<file path="src/bssc_pkg.sv">
// shared types, constants and modular add for the bounded step sequence counter
// no dependencies; used by bssc_cell, bssc_total and the top level
`default_nettype none

package bssc_pkg;

	localparam int unsigned COUNT_W = 30;
	localparam int unsigned ELEM_W  = 8;
	localparam int unsigned LIMIT_W = 8;
	localparam int unsigned ADDR_W  = 3;
	localparam int unsigned DATA_W  = 32;

	localparam logic [COUNT_W:0]   MODULUS     = 31'd1000000007;
	localparam logic [LIMIT_W-1:0] LIMIT_RESET = 8'd128;

	// register index taken from paddr[2]
	localparam logic REG_VALUE_LIMIT = 1'b0;

	typedef logic [COUNT_W-1:0] count_t;

	// per cell control, built at the top level
	typedef struct packed {
		logic upd;        // accepted item updates the count
		logic first;      // item starts a new sequence
		logic keep;       // value allowed for this item
		logic use_left;   // lower neighbor joins the sum
		logic use_right;  // upper neighbor joins the sum
		logic load;       // copy new count into the drain register
		logic shift;      // drain register takes its upper neighbor
	} cell_ctrl_t;

	// status of the total unit
	typedef struct packed {
		logic busy;
		logic shift;
	} drain_stat_t;

	typedef enum logic [1:0] {
		DS_IDLE,
		DS_DRAIN,
		DS_DONE
	} drain_state_t;

	// sum of two residues, reduced once
	function automatic count_t add_mod(input count_t a, input count_t b);
		logic [COUNT_W:0] s;
		s = {1'b0, a} + {1'b0, b};
		if (s >= MODULUS) begin
			return COUNT_W'(s - MODULUS);
		end
		return s[COUNT_W-1:0];
	endfunction

endpackage

`default_nettype wire

</file>
<file path="src/bssc_total.sv">
// total unit: accumulates the drained counts and holds the result for output
// depends on bssc_pkg
`default_nettype none

module bssc_total #(
	parameter int unsigned MAX_VAL = 128
) (
	input  wire logic                 clk,
	input  wire logic                 arst_n,
	input  wire logic                 start,
	input  wire bssc_pkg::count_t     drain_head,
	input  wire logic                 out_ready,
	output logic                      out_valid,
	output bssc_pkg::count_t          total_count,
	output bssc_pkg::drain_stat_t     stat
);

	localparam int unsigned CNT_W = (MAX_VAL > 1) ? $clog2(MAX_VAL) : 1;
	localparam logic [CNT_W-1:0] CNT_END = CNT_W'(MAX_VAL - 1);

	bssc_pkg::drain_state_t state_q, state_d;
	logic [CNT_W-1:0]       cnt_q;
	bssc_pkg::count_t       acc_q;
	bssc_pkg::count_t       total_q;
	logic                   out_valid_q;
	logic                   out_load;

	// state register
	always_ff @(posedge clk or negedge arst_n) begin
		if (!arst_n) begin
			state_q <= bssc_pkg::DS_IDLE;
		end else begin
			state_q <= state_d;
		end
	end

	// next state and outputs
	always_comb begin
		state_d    = state_q;
		out_load   = 1'b0;
		stat.busy  = 1'b1;
		stat.shift = 1'b0;
		unique case (state_q)
			bssc_pkg::DS_IDLE: begin
				stat.busy = 1'b0;
				if (start) begin
					state_d = bssc_pkg::DS_DRAIN;
				end
			end
			bssc_pkg::DS_DRAIN: begin
				stat.shift = 1'b1;
				if (cnt_q == CNT_END) begin
					state_d = bssc_pkg::DS_DONE;
				end
			end
			bssc_pkg::DS_DONE: begin
				if (!out_valid_q || out_ready) begin
					out_load = 1'b1;
					state_d  = bssc_pkg::DS_IDLE;
				end
			end
			default: begin
				state_d = bssc_pkg::DS_IDLE;
			end
		endcase
	end

	// drain counter
	always_ff @(posedge clk or negedge arst_n) begin
		if (!arst_n) begin
			cnt_q <= '0;
		end else if (start) begin
			cnt_q <= '0;
		end else if (stat.shift) begin
			cnt_q <= cnt_q + CNT_W'(1);
		end
	end

	// running total of the drained counts
	always_ff @(posedge clk) begin
		if (start) begin
			acc_q <= '0;
		end else if (stat.shift) begin
			acc_q <= bssc_pkg::add_mod(acc_q, drain_head);
		end
	end

	// output register
	always_ff @(posedge clk or negedge arst_n) begin
		if (!arst_n) begin
			out_valid_q <= 1'b0;
		end else if (out_load) begin
			out_valid_q <= 1'b1;
		end else if (out_ready) begin
			out_valid_q <= 1'b0;
		end
	end

	always_ff @(posedge clk) begin
		if (out_load) begin
			total_q <= acc_q;
		end
	end

	assign out_valid   = out_valid_q;
	assign total_count = total_q;

endmodule

`default_nettype wire

</file>
<file path="config.mk">
export PLATFORM = sky130hd
export DESIGN_NAME = bssc_total
export DESIGN_NICKNAME = d
export VERILOG_FILES = /design/src/bssc_pkg.sv /design/src/bssc_total.sv
export SDC_FILE = /design/constraint.sdc
export NUM_CORES = 1
export LEC_CHECK = 0
export BUFFER_PORTS_ARGS = -buffer_cell sky130_fd_sc_hd__buf_2
export CORE_MARGIN = 2
export CORE_UTILIZATION = 65
export CTS_BUF_LIST = sky130_fd_sc_hd__clkbuf_8
export DETAILED_ROUTE_END_ITERATION = 12
export PLACE_DENSITY = 0.95
export SKIP_CTS_REPAIR_TIMING = 1
export SYNTH_ARGS = -nofsm -noshare
export SYNTH_HDL_FRONTEND = slang
export SYNTH_SLANG_ARGS = --single-unit
</file>
<file path="constraint.sdc">
create_clock -name clk -period 6.7 [get_ports clk]
set_clock_uncertainty 0.15 [all_clocks]
set_input_delay 0 -clock clk [delete_from_list [all_inputs] [get_ports clk]]
set_output_delay 0 -clock clk [all_outputs]
set_load 0.005 [all_outputs]
</file>
==> out/metrics.yaml <==
clockBufferDepth: 2
vias_per_cell: 6.893
ys_seq_area_share_pct: 31.93
wire_per_inst_um: 18.91
syn_area_per_cell_um2: 8.439
synthFlopType: "edfxtp_1"
hold_viol_final: 0
final_util_pct: 73.37
syn_to_final_growth_pct: 9.900
crit_chain: "ha_1 > o211ai_1 > o21ai_1 > a21oi_1 > o41ai_1 > a211oi_1 > o2111ai_1 > o311ai_1 > or3b_4 > a21oi_4 > o21ai_0 > a311oi_1"
drv_slew: 0
critPathLaunchType: "flop"
tritoncts: "done"
grt_max_degree: 71
routabilityCongestion: 0.9563
overflow: 0
fin_area_um2: 6028
hold_start: "start"
yosysTopAreaCell: "edfxtp_1"
clock_latency_ps: 340
r2r_slack_ps: 1520
endpoint_kind: "flop"
rsz0062_at_grt: "false"
numCtsBuffers: 9
antenna_found_initial: 0
grt_pass1_wl_um: 23310
fmax_mhz: 193.0
synth_area_um2: 5485
drive_gt1_share_pct: 14.97
ioPinCount: 67
wl_um: 15380
grt_pass1_vias: 4826
synth-seq-cells: 70
critPathSlowestCell: "a21oi_4"
powerDensity_nw_per_um2: 451.9
synth_edf_count: 30
setup_tns_ps: 0
io_buffers: 66
initial_core_util_pct: 66.76
htree_levels: 3
core_um2: 8217
first_pass_iters: 6
synthArstFlopShare_pct: 14.29
ys_top_cells_by_area: "edfxtp_1, dfxtp_1, ha_1"
crit_fanout: 46
clock_sinks: 70
dpl_cell_area_um2: 5829
slew_headroom_pct: 34.53
ys_warn_count: 0
final_antenna_net_count: 0
rows: 33
r2r_cells: 12
arrival_ps: 5260
vdd_drop_max_uv: 222.1
critical_path_class: "reg2reg"
syn_nets: 717
fp.dieArea_um2: 9190
drt_iter0_markers: 621
dp_hpwl_um: 11670
fp.dieH_um: 95.87
required_ps: 6780
whs_ps: 43.16
hold_class: "in2reg"
die_w_um: 95.87
whs_path_depth: 2
fin_nets: 770
status: "finished, final reports clean"
crit_path_max_incr_delay_ps: 790
drc: 0
diodes: 0
crit-reg2reg-launch: "acc_q[4]$_SDFFE_PP0P_"
tightest_slew_ps: 979.9
period_minus_slack_ps: 5180
cts.clk_slew.worst_paths_ps: 70
ys_types: 80
p_leak_nw: 2.471
synth_top_area_share_pct: 16.42
grtUsageTotal_pct: 33.06
cts_root_buf: "clkbuf_8"
cap_violations: 0
vias: 5604
period_share_pct: 77.32
synthCells: 650
setup_violations: 0
worstHoldEndpoint: "cnt_q[6]$_DFFE_PN0P_"
placedCellCount: 794
r2r_end: "acc_q[14]$_SDFFE_PP0P_"
final_cells: 813
kinds of logic (layout without fill, tap and decap cells):
kind of cell               count (synthesis)  in the layout  share of synthesized area [%]
AOI/OAI and AO/OA                        229            229                          29.90
xor gates and xnor gates                  21             21                          3.353
adders and majority gates                 33             33                          7.664
buffers and inverters                     45            103                          3.558
DFF                                       70             70                          31.93
muxes                                      6              6                          1.095
and+or+nand+nor                          246            246                          22.49
registers in the layout, indices dropped and copies added (netlist names):
name and flops:
cnt_q 7, total_count 30, state_q 2, out_valid 1, acc_q 30
metrics by stage:
step	setup WS, ps	total power [mW]
finish	1520	2.724
detailed placement	1683	2.356
global placement	2002	2.274
global route	1151	2.903
CTS	1620	2.662
floorplan	2593	1.984
worst max-delay path: cells and delay by family (launching register included):
family,cells,cell delay [ps]
AO/OA/AOI/OAI,10,3660
AND/OR/NAND/NOR,1,440
adder cells (fa/ha/maj),1,430
flip-flops,1,380
cell type report:
| class | count | area (µm²) |
|---|---|---|
| multi-input combinational | 535 | 3541 |
| fill | 615 | 2188 |
| sequential | 70 | 1752 |
| timing repair buffer | 71 | 375.4 |
| clock buffer | 10 | 137.6 |
| tap | 105 | 131.4 |
| inverter | 16 | 60.06 |
| clock inverter | 6 | 31.28 |
worst max-delay path by stage:
stage / to / start / slack, ps
after global routing: acc_q[14]$_SDFFE_PP0P_ / acc_q[4]$_SDFFE_PP0P_ / 1150
final: acc_q[14]$_SDFFE_PP0P_ / acc_q[4]$_SDFFE_PP0P_ / 1520
after detailed placement: acc_q[14]$_SDFFE_PP0P_ / acc_q[4]$_SDFFE_PP0P_ / 1680
after floorplan: acc_q[0]$_SDFFE_PP0P_ / acc_q[5]$_SDFFE_PP0P_ / 2590
after CTS: acc_q[14]$_SDFFE_PP0P_ / acc_q[4]$_SDFFE_PP0P_ / 1620
after global placement: acc_q[10]$_SDFFE_PP0P_ / acc_q[4]$_SDFFE_PP0P_ / 2000
cells in the mapped netlist (all sizes together), types with 16 or more instances:
master and number:
a21oi 44, clkbuf 23, dfxtp 30, o21ai 52, a211oi 17, nand2 54
inv 16, nor2 66, a311oi 20, ha 32, or3 23, nand3 21
edfxtp 30
where the power goes:
| part | switching [mW] | leakage, nW | internal (mW) |
|---|---|---|---|
| clock network | 0.155 | 0.0883 | 0.140 |
| logic | 1.12 | 1.73 | 0.678 |
| registers | 0.0937 | 0.655 | 0.542 |
| total | 1.37 | 2.47 | 1.36 |
cells in the final DEF, fill, tap and decap left out, types with 10 or more instances in the layout:
master / Yosys / layout
dfrtp_1: 10 / 10
o21ai_0: 47 / 47
nand2b_1: 10 / 10
a21oi_1: 43 / 43
clkbuf_8: 0 / 10
ha_1: 32 / 32
or3_1: 23 / 23
xor2_1: 11 / 11
dfxtp_1: 30 / 30
a311oi_1: 16 / 16
buf_2: 0 / 66
nand3_1: 21 / 21
xnor2_1: 10 / 10
edfxtp_1: 30 / 30
nor3_1: 15 / 15
nand2_1: 54 / 54
a21o_1: 13 / 13
a31oi_1: 10 / 10
a211oi_1: 16 / 16
nor2_1: 66 / 66
inv_1: 16 / 17
per-layer routing:
| metal | share of wire (%) | track usage [%] | vias up |
|---|---|---|---|
| met2 | 46 | 52.45 | 307 |
| li1 | - | - | 2628 |
| met3 | 10 | 4.072 | 47 |
| met5 | 0 | 0 | - |
| met1 | 41 | 46.42 | 2622 |
| met4 | 2.7 | 11.90 | 0 |
No activity file was read; power rests on OpenSTA's default activity.
