`config.mk`:
```
export PLATFORM = sky130hd
export DESIGN_NAME = bssc_cell
export DESIGN_NICKNAME = d
export VERILOG_FILES = /design/src/bssc_pkg.sv /design/src/bssc_cell.sv
export SDC_FILE = /design/constraint.sdc
export NUM_CORES = 1
export LEC_CHECK = 0
export BUFFER_PORTS_ARGS = -buffer_cell sky130_fd_sc_hd__buf_2
export CAP_MARGIN = 20
export CORE_ASPECT_RATIO = 0.9
export CORE_MARGIN = 8
export CORE_UTILIZATION = 38
export CTS_CLUSTER_SIZE = 25
export DETAILED_ROUTE_END_ITERATION = 8
export PLACE_DENSITY = 0.67
export SLEW_MARGIN = 40
export SYNTH_ARGS = -nofsm -noshare
export SYNTH_HDL_FRONTEND = slang
export SYNTH_SLANG_ARGS = --single-unit
```
`constraint.sdc`:
```
create_clock -name clk -period 10.2 [get_ports clk]
set_input_delay 2.04 -clock clk [delete_from_list [all_inputs] [get_ports clk]]
set_output_delay 2.04 -clock clk [all_outputs]
set_load 0.01 [all_outputs]
```
`src/bssc_pkg.sv`:
```
// shared types, constants and modular add for the bounded step sequence counter
// no dependencies; used by bssc_cell, bssc_total and the top level
`default_nettype none

package bssc_pkg;

	localparam int unsigned COUNT_W = 30;
	localparam int unsigned ELEM_W  = 8;
	localparam int unsigned LIMIT_W = 8;
	localparam int unsigned ADDR_W  = 3;
	localparam int unsigned DATA_W  = 32;

	localparam logic [COUNT_W:0]   MODULUS     = 31'd1000000007;
	localparam logic [LIMIT_W-1:0] LIMIT_RESET = 8'd128;

	// register index taken from paddr[2]
	localparam logic REG_VALUE_LIMIT = 1'b0;

	typedef logic [COUNT_W-1:0] count_t;

	// per cell control, built at the top level
	typedef struct packed {
		logic upd;        // accepted item updates the count
		logic first;      // item starts a new sequence
		logic keep;       // value allowed for this item
		logic use_left;   // lower neighbor joins the sum
		logic use_right;  // upper neighbor joins the sum
		logic load;       // copy new count into the drain register
		logic shift;      // drain register takes its upper neighbor
	} cell_ctrl_t;

	// status of the total unit
	typedef struct packed {
		logic busy;
		logic shift;
	} drain_stat_t;

	typedef enum logic [1:0] {
		DS_IDLE,
		DS_DRAIN,
		DS_DONE
	} drain_state_t;

	// sum of two residues, reduced once
	function automatic count_t add_mod(input count_t a, input count_t b);
		logic [COUNT_W:0] s;
		s = {1'b0, a} + {1'b0, b};
		if (s >= MODULUS) begin
			return COUNT_W'(s - MODULUS);
		end
		return s[COUNT_W-1:0];
	endfunction

endpackage

`default_nettype wire

```
`src/bssc_cell.sv`:
```
// one count cell: holds the count for a single value and one drain register
// depends on bssc_pkg
`default_nettype none

module bssc_cell (
	input  wire logic                clk,
	input  wire logic                arst_n,
	input  wire bssc_pkg::cell_ctrl_t ctrl,
	input  wire bssc_pkg::count_t    left_count,
	input  wire bssc_pkg::count_t    right_count,
	input  wire bssc_pkg::count_t    drain_in,
	output bssc_pkg::count_t         count,
	output bssc_pkg::count_t         drain_out
);

	bssc_pkg::count_t count_q;
	bssc_pkg::count_t drain_q;
	bssc_pkg::count_t left_term;
	bssc_pkg::count_t right_term;
	bssc_pkg::count_t partial;
	bssc_pkg::count_t next_count;

	// three point sum of own count and neighbors, one on a first item, masked to the allowed value
	always_comb begin
		left_term  = ctrl.use_left  ? left_count  : '0;
		right_term = ctrl.use_right ? right_count : '0;
		partial    = bssc_pkg::add_mod(left_term, count_q);
		if (!ctrl.keep) begin
			next_count = '0;
		end else if (ctrl.first) begin
			next_count = bssc_pkg::COUNT_W'(1);
		end else begin
			next_count = bssc_pkg::add_mod(partial, right_term);
		end
	end

	// count register
	always_ff @(posedge clk or negedge arst_n) begin
		if (!arst_n) begin
			count_q <= '0;
		end else if (ctrl.upd) begin
			count_q <= next_count;
		end
	end

	// drain register, shifts toward cell zero
	always_ff @(posedge clk) begin
		if (ctrl.load) begin
			drain_q <= next_count;
		end else if (ctrl.shift) begin
			drain_q <= drain_in;
		end
	end

	assign count     = count_q;
	assign drain_out = drain_q;

endmodule

`default_nettype wire

```
==> impl_results.md, run 1 <==
* Largest net degree at the start of global routing at 49
* Slowest cell delay on critical path at 0.49 ns
* Relative slew slack at between 40 and 50%
* Outcome: finished, final reports clean
* Wire per inst at 21.23 um
* Die height at around 160 um
* GRT Util Overall at 22.23%
* Rows at 53
* First-pass GRT wire length at 50.91 mm
* Clock transition at path regs at ~0.060 ns
* CP startpoint kind: primary input
* Syn Nets at 1,308
* Antenna viol nets, final at 0
* GR Overflow Total at 0
* CP max stage cell: a21oi_1
* Ys flop type: edfxtp_1
* Die area at 28,870 um2
* DP Cell Count at 1,572
* DIE WIDTH at 178.2 um
* Via Count at 9,780
* Post-CTS Resized at 0
* Leak at 0.004690 uW
* Fin. Hold Viols at 0
* Final WL at 33.71 mm
* MaxCap Viol Count at 0
* DP HPWL at 27.46 mm
* Port Buffers at 158
* Setup TNS at 0 ns
* Avg Inst Size Synth at between 7 and 8 um2
* Critical path required time at 10.26 ns
* Clock Sinks at 60
* Crit path kind: in2reg
* Worst slack, placed at 0.1665 ns
* Commonest non-fill, non-tap cell in the layout: buf_2
* Starting Density at 38.56%
* Hold_sp: count[29]$_DFFE_PN0P_
* Post-CTS Hold Fix Bufs at 0
* CP endpoint kind: flop
* Clk_skew at 0.009594 ns
* Syn Inst Count at 1,145
* Crit path from: ctrl[3]
* Power per cell area at about 400 nW/um2
* CP bufs+invs at 1
* I/O pin count at about 160
* Synth Register Bits at 60
* Synthesized area at 9000 um2
* Slew @ Worst Pin at 0.8616 ns
* RePlAce Congestion at 0.9611
* CTS Buf Count at 9
* Worst Path Arrival at 9.83 ns
* Final Setup Violations at 0
* # DRC at 0
* Seq/Total Area, Yosys at 18.35%
* Crit Path Max Fanout at 30
* Fin cells at roughly 1,600
* Initial antenna violation count at 0
* ANT cells at 0
* RSZ-0062 raised after global routing: false
* 1st-iter DRT viols at 920
* Pwr Total at 4125 uW
* Fin crit period at ~10 ns
* Hold crit path type: reg2reg
* Final nets at 1,444
* Setup Buffers After CTS at 0
* Yosys cell types at roughly 100
* CTS tree: built
* Final setup margin at roughly 0.43 ns
* Via/cell ratio at 6.159
* Synth warn at 0
* Worst skew pair latency at between 0.3 and 0.4 ns
* VDD IR max at roughly 0.23 mV
* Fmax at 0.1024 GHz
* Final Cycle Share at 95.78%
* Vias in the first global route at approximately 9,000
* CP delay by family, top: compound AO/OA/AOI/OAI gates
* Number of flops mapped to enable cells by yosys at 30
* Core area at 23,340 um2
* Ys async rst share at 50.00%
* Slew Limit Fails at 0
* Share of cells above drive strength 1 at approximately 20%
* H-tree depth at 3
* CTS root buf: clkbuf_16
* Router iterations before antenna repair at 9
* R2r startpoint: count[0]$_DFFE_PN0P_
* Most frequent cells in the layout: buf_2, nand2_1, nor2_1
* Worst hold slack at 0.5886 ns
* Clk buf depth at 2
* Synth-to-Final Area Change at 15.46%
## logic make-up (layout without fill, tap and decap cells)
family | after synthesis | in the layout | share of synthesized area [%]
adders and majority gates | 64 | 64 | 9.064
and+or+nand+nor | 471 | 471 | 27.74
AOI/OAI and AO/OA | 367 | 367 | 31.03
xor gates and xnor gates | 76 | 76 | 7.480
muxes | 17 | 17 | 1.988
buffers and inverters | 90 | 231 | 4.351
DFF | 60 | 60 | 18.35
## layer usage
metal	global-route usage, %	part of all wire (%)
met2	34.21	43
met4	8.036	3.4
met3	3.203	8.5
met1	31.03	45
met5	0	0
## synth_stat cells (23+ instances only)
library cell / count / area share, %
a21o_1: 33 / 2.8
a21oi_1: 76 / 4.2
and2_1: 68 / 4.7
clkbuf_1: 38 / 1.6
dfrtp_1: 30 / 8.3
edfxtp_1: 30 / 10
ha_1: 62 / 8.6
inv_1: 27 / 1.1
nand2_1: 103 / 4.3
nand3_1: 48 / 2.7
nand4_1: 23 / 1.6
nor2_1: 93 / 3.9
nor3_1: 28 / 1.6
o21ai_0: 33 / 1.8
xnor2_1: 45 / 4.4
xor2_1: 30 / 2.9
## worst register-to-register path, cell delays in order, from the launching register on
cell and delay [ns]:
dfrtp_1 0.45, ha_1 0.28, fa_1 0.42, a21o_1 0.25, a221o_1 0.38, a211oi_1 0.27, o21ai_0 0.24, a221oi_1 0.39
xnor2_1 0.24, and2_1 0.24, nand2_1 0.12, o31a_2 0.45, nor4b_2 0.32, xor2_1 0.17, ha_1 0.34, a21oi_1 0.36
o221ai_1 0.31, or3_1 0.43, a31oi_1 0.38, o311ai_1 0.24, a2111o_1 0.45, a21oi_1 0.49, nor2_1 0.09, o221ai_1 0.46
o2bb2ai_1 0.10
## per-stage QoR
stage	cell area, um2	utilization (%)
3_5_place_dp	10120	43.35
3_3_place_gp	10120	43.34
4_1_cts	10380	44.47
5_1_grt	10390	44.52
6_report	10390	44.52
2_1_floorplan	9000	-
## path summary, 6_finish.rpt
path                                      endpoint  slack (ns)  cells after the start
setup / recovery           drain_out[29]$_DFFE_PP_        0.43                     26
hold / removal               count[29]$_DFFE_PN0P_        0.59                      1
setup reg to reg           drain_out[29]$_DFFE_PP_        2.05                     24
hold reg to reg              count[29]$_DFFE_PN0P_        0.59                      1
max in group asynchronous    count[18]$_DFFE_PN0P_        8.22                      1
min in group asynchronous    count[24]$_DFFE_PN0P_        1.64                      1
## area by class of cell
class / instances / area (um2)
clock buffers: 11 / 232.7
clock inverters: 5 / 30.03
fillers: 2413 / 12950
inverters: 27 / 101.3
multi-input cells: 995 / 6967
flip-flops and latches: 60 / 1652
well taps: 302 / 377.9
repair buffers: 188 / 1031
## report_power, final
group	switching [uW]	total, uW	internal, uW
sequential	102	442	340
clock	113	276	163
combinational	2160	3410	1250
## registers in the layout (all words and copies together) (netlist names)
register and count:
drain_out 30, count 30
Note: power is estimated with default switching activity, not from simulation.
==> run 2, diff against run 1 <==
Settings changed: CORE_UTILIZATION 38 to 55, PLACE_DENSITY 0.67 to 0.88.
==> run 2 against run 1 <==
Compared with the run above: cell area fell by 0.28%; via count rose by 2.2%; combinational power is essentially flat; global-route usage is 7.1 points higher; worst hold slack worse by 0.0030 ns; final cell count shrank 6.0%; non-clock buffer count is 1 lower; sequential power barely moved; routed wire length fell by 5.1%; maximum frequency is 0.18% lower; utilization increased by 20 points; die area is 28% lower; critical path type unchanged.
==> impl_results.md, run 2 (synthesis gave the netlist of run 1 again) <==
* Wire per inst at 21.45 um (+1.0%)
* Switching power at 2398 uW (+1.1%)
* Int Power at 1780 uW (+1.5%)
* CP startpoint kind: primary input
* GRT Util Overall at 29.31% (+7.1 points)
* # DRC at 0 (unchanged)
* Fin crit period at 9.787 ns (+0.01791 ns)
* CP bufs+invs at 2 (+1)
* MaxCap Viol Count at 0 (unchanged)
* FF-to-FF path depth at 26 (+8.3%)
* Die area at 20,720 um2 (-28%)
* ANT cells at 0 (unchanged)
* Slew Limit Fails at 0 (unchanged)
* CP delay by family, top: compound AO/OA/AOI/OAI gates
* Placed instance area at 10,010 um2 (-1.1%)
* Core Util, Final at 64.46% (+20 points)
* Port Buffers at 158 (unchanged)
* Combinational share of power at 82.2% (-0.4 points)
* Power per cell area at 403.2 nW/um2 (+1.6%)
* Outcome: finished, final reports clean
* Final Setup Violations at 0 (unchanged)
* Critical path required time at 10.26 ns (about the same)
* Crit path kind: in2reg
* Via Count at 9,993 (+2.2%)
* Fill cells at 1,446 (-40%)
* Slowest cell delay on critical path at 0.58 ns (+0.09 ns)
* Via/cell ratio at 6.698 (+8.8%)
* Worst skew pair latency at 0.34 ns (about the same)
* DIE WIDTH at 150.8 um (-15%)
* Synth-to-Final Area Change at 15.14%
* Register share of total power at 10.6% (about the same)
* Net Sw Frac at 57.39% (-0.088 points)
* DP Cell Count at 1,476 (-6.1%)
* CTS root buf: clkbuf_16
* RePlAce Congestion at 1.058 (+10%)
* Final nets at 1,443 (-0.069%)
* Router iterations before antenna repair at 6 (-3)
* Hold crit path type: reg2reg
* RSZ-0062 raised after global routing: false
* Fin. Hold Viols at 0 (unchanged)
* 1st-iter DRT viols at 1,101 (+20%)
* GR Overflow Total at 0 (unchanged)
* Final Cycle Share at 95.95% (+0.18 points)
* Fin cells at 1,492 (-6.0%)
* Die height at 137.4 um (-15%)
* CTS Buf Count at 9 (unchanged)
* Clk_skew at 0.005898 ns (-0.003695 ns)
* Final WL at 32.00 mm (-5.1%)
* Worst Path Arrival at 9.85 ns (+0.02 ns)
* Vias in the first global route at 8,843 (-1.7%)
* H-tree depth at 3 (unchanged)
* Share of cells above drive strength 1 at 20.70% (+0.72 points)
* Clk pwr share at 7.2% (+0.5 points)
* Slew @ Worst Pin at 0.8211 ns (-0.04051 ns)
* Clock Sinks at 60 (unchanged)
* Most frequent cells in the layout: buf_2, nand2_1, nor2_1
* I/O pin count at 159 (unchanged)
* Crit Path Max Fanout at 30 (unchanged)
* Starting Density at 55.99% (+17 points)
* Antenna viol nets, final at 0 (unchanged)
* DP HPWL at 25.78 mm (-6.1%)
* Core area at 16,080 um2 (-31%)
* Finished layout cell area at 10,360 um2 (-0.28%)
* First-pass GRT wire length at 47.98 mm (-5.8%)
* Relative slew slack at 44.92% (+2.7 points)
* Commonest non-fill, non-tap cell in the layout: buf_2
* Clock transition at path regs at 0.06 ns (about the same)
* Rows at 44 (-17%)
* CP Depth at 28 (+7.7%)
* Worst hold slack at 0.5856 ns (-0.002997 ns)
* Leak at 0.004733 uW (+0.93%)
* CP max stage cell: o31ai_4
* Hold Path Cell Cnt at 1 (unchanged)
* Fmax at 0.1022 GHz (-0.18%)
* CP endpoint kind: flop
* Clk buf depth at 2 (unchanged)
* CTS tree: built
* Initial antenna violation count at 0 (unchanged)
* Largest net degree at the start of global routing at 49 (unchanged)
* VDD IR max at 0.2403 mV (+4.5%)
## run 2: changes by cell type in the layout (fill, tap and decap cells not counted), moves of 2 or more
cell and delta:
clkinvlp_4 -2, a21oi_1 -3, clkbuf_1 -2, a21oi_2 +3, clkinv_4 +3
## run 2: power by group through the flow
stage | logic [uW] | clock network (uW) | registers, uW
after floorplan | 2300 | 0 | 425
after global placement | 3230 | 0 | 441
after global routing | 3650 | 314 | 445
after detailed placement | 3280 | 0 | 440
final | 3430 | 301 | 443
after CTS | 3300 | 302 | 437
## run 2: cell type report
class	instances	area, um2	share of cell area, %
Clock inverter	6	45.04	0.4347
Inverter	27	101.3	0.9780
Clock buffer	10	250.2	2.415
Sequential cell	60	1652	15.94
Multi-Input combinational cell	995	7032	67.86
Tap cell	207	259.0	2.499
Timing Repair Buffer	187	1023	9.877
## run 2: stage by stage
stage	total power (uW)	setup slack (ns)	TNS, ns
after global routing	4407	0.01198	0
after detailed placement	3715	0.03642	0
after global placement	3669	-0.1055	-0.1055
final	4178	0.4130	0
after CTS	4035	0.3810	0
after floorplan	2720	1.141	0
## run 2: layer usage
metal / part of all wire (%) / wire [um] / up-vias / GRT usage (%)
li1: - / - / 4657 / -
met1: 41 / 13050 / 4649 / 39.00
met2: 44 / 14100 / 613 / 45.86
met3: 11 / 3523 / 74 / 4.893
met4: 4.2 / 1332 / 0 / 13.07
met5: 0 / 0 / - / 0
## run 2: path summary, 6_finish.rpt
check                                               end                   from  slack, ns
worst max register to register  drain_out[17]$_DFFE_PP_   count[0]$_DFFE_PN0P_       2.03
max in group asynchronous          count[8]$_DFFE_PN0P_                 arst_n       8.24
worst min register to register    count[29]$_DFFE_PN0P_  count[29]$_DFFE_PN0P_       0.59
min in group asynchronous         count[28]$_DFFE_PN0P_                 arst_n       1.64
worst max-delay path            drain_out[17]$_DFFE_PP_                ctrl[3]       0.41
worst min-delay path              count[29]$_DFFE_PN0P_  count[29]$_DFFE_PN0P_       0.59
## run 2: worst reg2reg max path, cell delays in order, from the launching register on
cell       delay (ns)
dfrtp_1          0.47
ha_1             0.28
fa_1             0.43
a21o_1           0.25
a221o_1          0.39
a2111oi_0        0.47
nor3_1           0.18
a2111oi_0        0.32
nand4_1          0.17
nor3_1           0.21
a21oi_1          0.17
o31ai_4          0.59
nand3b_1         0.18
xnor2_1          0.16
ha_1             0.46
o211ai_1         0.23
o211ai_2         0.29
a21oi_2          0.13
or3_4            0.42
and2_2           0.26
o311ai_2         0.53
or3_4            0.25
o311ai_1         0.08
buf_4            0.24
or4_1            0.51
o2111ai_1        0.15
o2bb2ai_1        0.09
## run 2: repair_timing
item	CTS	global route
gates resized for setup	0	9
hold buffers	0	0
endpoints found under the setup margin	0	22
buffers inserted	0	0
